===== src/spf_ram.sv =====
// generic ram with one write port and one registered read port
module spf_ram #(
  parameter int Width = 8,
  parameter int Depth = 16
) (
  input  logic                     clk_i,
  input  logic                     we_i,
  input  logic [$clog2(Depth)-1:0] waddr_i,
  input  logic [Width-1:0]         wdata_i,
  input  logic [$clog2(Depth)-1:0] raddr_i,
  output logic [Width-1:0]         rdata_o
);
  logic [Width-1:0] mem [Depth];

  always_ff @(posedge clk_i) begin
    if (we_i) mem[waddr_i] <= wdata_i;
    rdata_o <= mem[raddr_i];
  end
endmodule


===== config.mk =====
export PLATFORM = sky130hd
export DESIGN_NAME = spf_ram
export DESIGN_NICKNAME = d
export VERILOG_FILES = /design/src/spf_ram.sv
export SDC_FILE = /design/constraint.sdc
export NUM_CORES = 1
export LEC_CHECK = 0
export ABC_CLOCK_PERIOD_IN_PS = 1800
export BUFFER_PORTS_ARGS = -buffer_cell sky130_fd_sc_hd__buf_2
export CAP_MARGIN = 20
export CORE_MARGIN = 5
export CORE_UTILIZATION = 50
export CTS_BUF_LIST = sky130_fd_sc_hd__clkbuf_4
export DETAILED_ROUTE_END_ITERATION = 6
export GPL_TIMING_DRIVEN = 0
export PLACE_DENSITY = 0.7
export SLEW_MARGIN = 20
export SYNTH_ARGS = -nofsm -noshare
export SYNTH_HDL_FRONTEND = slang
export SYNTH_SLANG_ARGS = --single-unit

===== constraint.sdc =====
create_clock -name clk_i -period 1.8 [get_ports clk_i]
set_input_delay 0.27 -clock clk_i [delete_from_list [all_inputs] [get_ports clk_i]]
set_output_delay 0.27 -clock clk_i [all_outputs]
set_load 0.02 [all_outputs]

==> metrics.yaml, run 1 <==
yosysTopAreaCellShare: 0.747
status: "finished, final reports clean"
cts.clk_slew.worst_paths_ns: 0.12
rrSetupSlack_ns: 0.37
slew_violations: 0
setup_tns_ns: 0
period_needed_ns: 1.43
num_vias: 2368
start_util: 0.505
yosysTopAreaCell: "edfxtp_1"
design_area_um2: 5810
grt_max_degree: 17
post-place-ws_ns: -0.179
finalHoldViolCount: 0
required_ns: 2.18
synthCells: 229
drt-pass1-iter-count: 4
grt-ovfl-total: 0
cts_buffers: 17
die_w_um: 111
cts_setup_buffers: 0
via_per_inst: 5.60
r2r_start: "mem[15][7]"
antenna_found_initial: 1
seq_area_frac_synth: 0.778
cts.sinks: 136
leakagePower_nw: 1.93
die-height_um: 111
clock_latency_ns: 0.51
drive_gt1_frac: 0.311
power.density_nw_per_um2: 1070
async_flop_share: 0
nFillCells: 775
holdPathStages: 1
avgSynthCellArea_um2: 22.5
setup_slack_ns: 0.368
drt_iter0_drc: 183
rsz0062_at_grt: "false"
cts_tree: "built"
rows: 37
placed_area_um2: 5460
post-dp-hpwl_um: 5930
clock_path_buffers: 2
ant_nets: 0
cts_htree_levels: 4
startpoint_type: "register"
rr_worst_depth: 3
synth_area_leaders: "edfxtp_1 75%, mux4_2 7.9%, mux4_1 7.1%"
netlist_top_cells_count: "128 x edfxtp_1, 18 x mux4_2, 16 x a22oi_1"
grt_pass1_wl_um: 14400
cts_resized: 0
fin_crit_sh: 0.795
postCtsHoldBufs: 0
dieArea_um2: 12400
ioPinCount: 26
first_global_vias: 2450
port_buffers: 24
synth_edf_count: 128
finalWirelength_um: 9430
coreArea_um2: 10200
clock.fmax_mhz: 698
fin_skew_ns: 0.0192
synth_nets: 247
ys_types: 19
ir_drop_mv: 0.416
synth_most_common_cell: "edfxtp_1"
drv_cap: 0
slew_headroom: 0.466
worstPathArrival_ns: 1.82
synth_top_flop_cell: "edfxtp_1"
cts_root_buffer: "clkbuf_4"
tightest_slew_ns: 0.798
syn-cell-area_um2: 5150
worst-path-max-fanout: 1
min_to: "mem[7][4]"
ys_seq_elements: 136
timing.rr.end: "rdata_o[7]"
drc_errors: 0
min-delay-start: "wdata_i[4]"
avgRoutedWirePerCell_um: 22.3
path_class: "register to register"
fin_nets: 291
min_path_type: "input pin to register"
gp_congestion: 0.722
setup_viol: 0
ys_warn_count: 0
grtUsageTotal: 0.163
end_kind: "register"
syn_to_final_growth_pct: 12.8
logic make-up after synthesis:
kind of cell,after synthesis,synth area share
and+or+nand+nor,35,0.0318
AOI/OAI and AO/OA,16,0.0233
DFF,136,0.778
buffers and inverters,10,0.0168
muxes,32,0.150
flip-flops by register name (all words and copies together) (netlist names):
| signal | cells |
|---|---|
| rdata_o | 8 |
| mem | 128 |
placed cells by master, fill, tap and decap left out, types with 2 or more instances in the layout:
cell               n
edfxtp_1         128
bufinv_16          5
nor3_2             3
nand2_1            9
clkdlybuf4s25_2    3
a22oi_1           16
mux4_2            18
buf_6              3
clkbuf_4          19
buf_2             28
mux4_1            14
clkinv_2           4
nor2_1            13
dfxtp_1            8
nand2b_1           2
clkinvlp_4         2
nand3b_1           2
clkinv_4           2
layer usage:
metal,up-vias,GRT usage,part of all wire
met5,-,0,0
met4,0,0.0754,0.022
met3,14,0.0527,0.075
met2,99,0.244,0.48
met1,1186,0.220,0.42
li1,1069,-,-
stage by stage:
stage | util | total power, W | hold slack [ns] | std cells
2_1_floorplan | - | 0.00383 | 0.369 | 229
3_3_place_gp | 0.534 | 0.00397 | 0.654 | 389
3_5_place_dp | 0.536 | 0.00398 | 0.671 | 390
4_1_cts | 0.570 | 0.00625 | 0.111 | 422
5_1_grt | 0.570 | 0.00643 | 0.100 | 423
6_report | 0.570 | 0.00621 | 0.153 | 423
how the worst max path moves through the flow:
stage / from / end / slack, ns / cells past startpoint
6_report: mem[15][7] / rdata_o[7] / 0.37 / 3
5_1_grt: waddr_i[2] / mem[1][0] / 0.32 / 3
4_1_cts: waddr_i[2] / mem[2][1] / 0.39 / 3
3_5_place_dp: waddr_i[2] / mem[2][4] / -0.18 / 3
3_3_place_gp: waddr_i[2] / mem[0][4] / -0.51 / 3
2_1_floorplan: waddr_i[2] / mem[0][0] / 0.04 / 2
critical path: stages (launching register included):
cell and delay, ns:
edfxtp_1 0.38, mux4_2 0.51, a22oi_1 0.30, nand2_1 0.13
where the power goes:
group,internal [W],switching [W]
Clock,0.00127,0.00104
Sequential,0.00353,0.0000158
Combinational,0.000141,0.000216
cell type report:
cell class | count | area (um2) | area share
diodes | 1 | 2.50 | 0.000431
plain buffers | 10 | 86.3 | 0.0149
clock buffers | 19 | 143 | 0.0246
clock inverters | 13 | 203 | 0.0349
multi-input cells | 83 | 1070 | 0.185
flip-flops and latches | 136 | 4000 | 0.690
well taps | 136 | 170 | 0.0293
repair buffers | 25 | 125 | 0.0216
(Power assumes the default switching activity.)
==> run 2, diff against run 1 <==
Settings changed: ABC_CLOCK_PERIOD_IN_PS 1800 to 1300.
Clock period 1.8 ns to 1.3 ns, I/O delays scaled along.
==> run 2 against run 1 <==
  * The run now ends with setup timing left
  * Sequential power grew 39%
  * Final area is essentially flat
  * Critical path depth is the same
==> metrics.yaml, run 2 (same netlist as run 1, synthesis figures left out) <==
clock_latency_ns: 0.52  # was 0.51 ns
drive_gt1_frac: 0.368  # was 0.311
drt_iter0_drc: 184  # was 183
setup_slack_ns: -0.0275  # was 0.368 ns
worstPathCellList: "mux4_2 -> a22oi_2 -> nand2_1"  # was mux4_2 -> a22oi_1 -> nand2_1
final_common_cell: "edfxtp_1"  # unchanged
coreArea_um2: 10200  # unchanged
fin_nets: 290  # was 291
period_needed_ns: 1.33  # was 1.43 ns
post-dp-hpwl_um: 5950  # was 5930 um
swShare: 0.203  # was 0.204
start_util: 0.505  # unchanged
drv_cap: 0  # unchanged
startpoint_type: "register"  # unchanged
clock.fmax_mhz: 753  # was 698 MHz
slew_headroom: 0.463  # was 0.466
whs_ns: 0.0677  # was 0.153 ns
via_per_inst: 5.47  # was 5.60
slowest_delay_ns: 0.53  # was 0.51 ns
final_cell_mix: "128 x edfxtp_1, 27 x buf_2, 27 x mux4_2"  # was 128 x edfxtp_1, 28 x buf_2, 19 x clkbuf_4
die-height_um: 111  # unchanged
layoutNonFillerInstCount: 421  # was 423
fin_util: 0.570  # about the same
worstPathArrival_ns: 1.73  # was 1.82 ns
placed_cells: 389  # was 390
ant_nets: 0  # unchanged
grt_pass1_wl_um: 14300  # was 14400 um
dieArea_um2: 12400  # unchanged
top_regs: "mem (128), rdata_o (8)"  # unchanged
gp_congestion: 0.710  # was 0.722
slew_violations: 0  # unchanged
multiInputGateArea_um2: 1110  # was 1070 um2
rsz0062_at_grt: "true"  # was false
nFillCells: 767  # was 775
placed_area_um2: 5480  # was 5460 um2
avgRoutedWirePerCell_um: 21.9  # was 22.3 um
setup_tns_ns: -0.0275  # was 0 ns
top_register: "mem"  # unchanged
leakagePower_nw: 1.88  # was 1.93 nW
ff_latch_area_um2: 4000  # unchanged
antenna_cells: 0  # was 1
tightest_slew_ns: 0.802  # was 0.798 ns
grt-ovfl-total: 0  # unchanged
antenna_found_initial: 0  # was 1
ioPinCount: 26  # unchanged
power.density_nw_per_um2: 1430  # was 1070 nW/um2
p_comb_frac: 0.063  # was 0.058
cts_setup_buffers: 0  # unchanged
p_int_w: 0.00663  # was 0.00494 W
fin_crit_sh: 1.02  # was 0.795
cts.sinks: 136  # unchanged
end_kind: "register"  # unchanged
ir_drop_mv: 0.698  # was 0.416 mV
seqPwrFrac: 0.591  # was 0.572
drt-pass1-iter-count: 5  # was 4
pwr-share-clk: 0.346  # was 0.371
cp_top_family: "multiplexers"  # unchanged
clock_path_buffers: 2  # unchanged
largest_reg_flops: 128  # unchanged
finalWirelength_um: 9200  # was 9430 um
grtUsageTotal: 0.162  # was 0.163
finalHoldViolCount: 0  # unchanged
required_ns: 1.70  # was 2.18 ns
die_w_um: 111  # unchanged
cts_root_buffer: "clkbuf_4"  # unchanged
cts.clk_slew.worst_paths_ns: 0.11  # was 0.12 ns
path_class: "register to register"  # unchanged
cts_tree: "built"  # unchanged
fin_skew_ns: 0.0149  # was 0.0192 ns
drc_errors: 0  # unchanged
num_vias: 2304  # was 2368
grt_max_degree: 17  # unchanged
failed_checks: "setup timing"
port_buffers: 24  # unchanged
rows: 37  # unchanged
syn_to_final_growth_pct: 12.7  # was 12.8%
worst-path-max-fanout: 1  # unchanged
p_switching_w: 0.00169  # was 0.00127 W
slowest_stage: "mux4_2"  # unchanged
setup_viol: 1  # was 0
min_path_type: "input pin to register"  # unchanged
cts_htree_levels: 4  # unchanged
status: "complete, but fails checks"  # was finished, final reports clean
path_buf_inv: 0  # unchanged
cts_buffers: 17  # unchanged
design_area_um2: 5800  # was 5810 um2
first_global_vias: 2422  # was 2450
run 2: changes by cell type in the layout (fill, tap and decap cells not counted), sizes merged:
| cell | change |
|---|---|
| clkinv | +2 |
| diode | -1 |
| clkinvlp | -1 |
| bufinv | -1 |
| buf | -1 |
run 2: metrics by stage:
| stage | total power [W] | setup WS (ns) |
|---|---|---|
| 2_1_floorplan | 0.00531 | -0.0315 |
| 3_3_place_gp | 0.00551 | -0.370 |
| 3_5_place_dp | 0.00552 | -0.364 |
| 4_1_cts | 0.00836 | -0.0175 |
| 5_1_grt | 0.00863 | -0.0194 |
| 6_report | 0.00832 | -0.0275 |
run 2: worst reg2reg max path, delay by kind of cell (launching register included):
kind	cells	cell delay, ns
muxes	1	0.53
DFF	1	0.39
AOI/OAI and AO/OA	1	0.22
and+or+nand+nor	1	0.09
run 2: final timing paths:
check,from,to,slack (ns),depth (start not counted)
max,mem[7][0],rdata_o[0],-0.03,3
min,wdata_i[6],mem[10][6],0.07,1
max reg2reg,mem[7][0],rdata_o[0],-0.03,3
min reg2reg,mem[8][4],rdata_o[4],0.69,3
run 2: power groups by stage:
stage                     Sequential, W  Clock, W  Combinational (W)
final                           0.00492   0.00287           0.000525
after global routing            0.00493   0.00314           0.000565
after CTS                       0.00492   0.00293           0.000521
after detailed placement        0.00502         0           0.000507
after global placement          0.00501         0           0.000497
after floorplan                 0.00505         0           0.000257
run 2: metal layers:
metal	track usage	up-vias	share of wire
li1	-	1051	-
met5	0	-	0
met4	0.0560	0	0.0098
met1	0.225	1153	0.42
met2	0.243	93	0.49
met3	0.0554	7	0.087
run 2: what timing repair did:
action | in CTS | in global routing
cloned | 0 | 0
pin swaps | 4 | 5
setup endpoints to repair | 6 | 8
resized for setup | 8 | 11
hold buffers | 0 | 0
run 2: cell type report:
| class | instances | area share |
|---|---|---|
| well taps | 136 | 0.0293 |
| flip-flops and latches | 136 | 0.690 |
| repair buffers | 24 | 0.0207 |
| plain buffers | 10 | 0.0162 |
| clock buffers | 19 | 0.0246 |
| multi-input cells | 83 | 0.191 |
| clock inverters | 13 | 0.0276 |
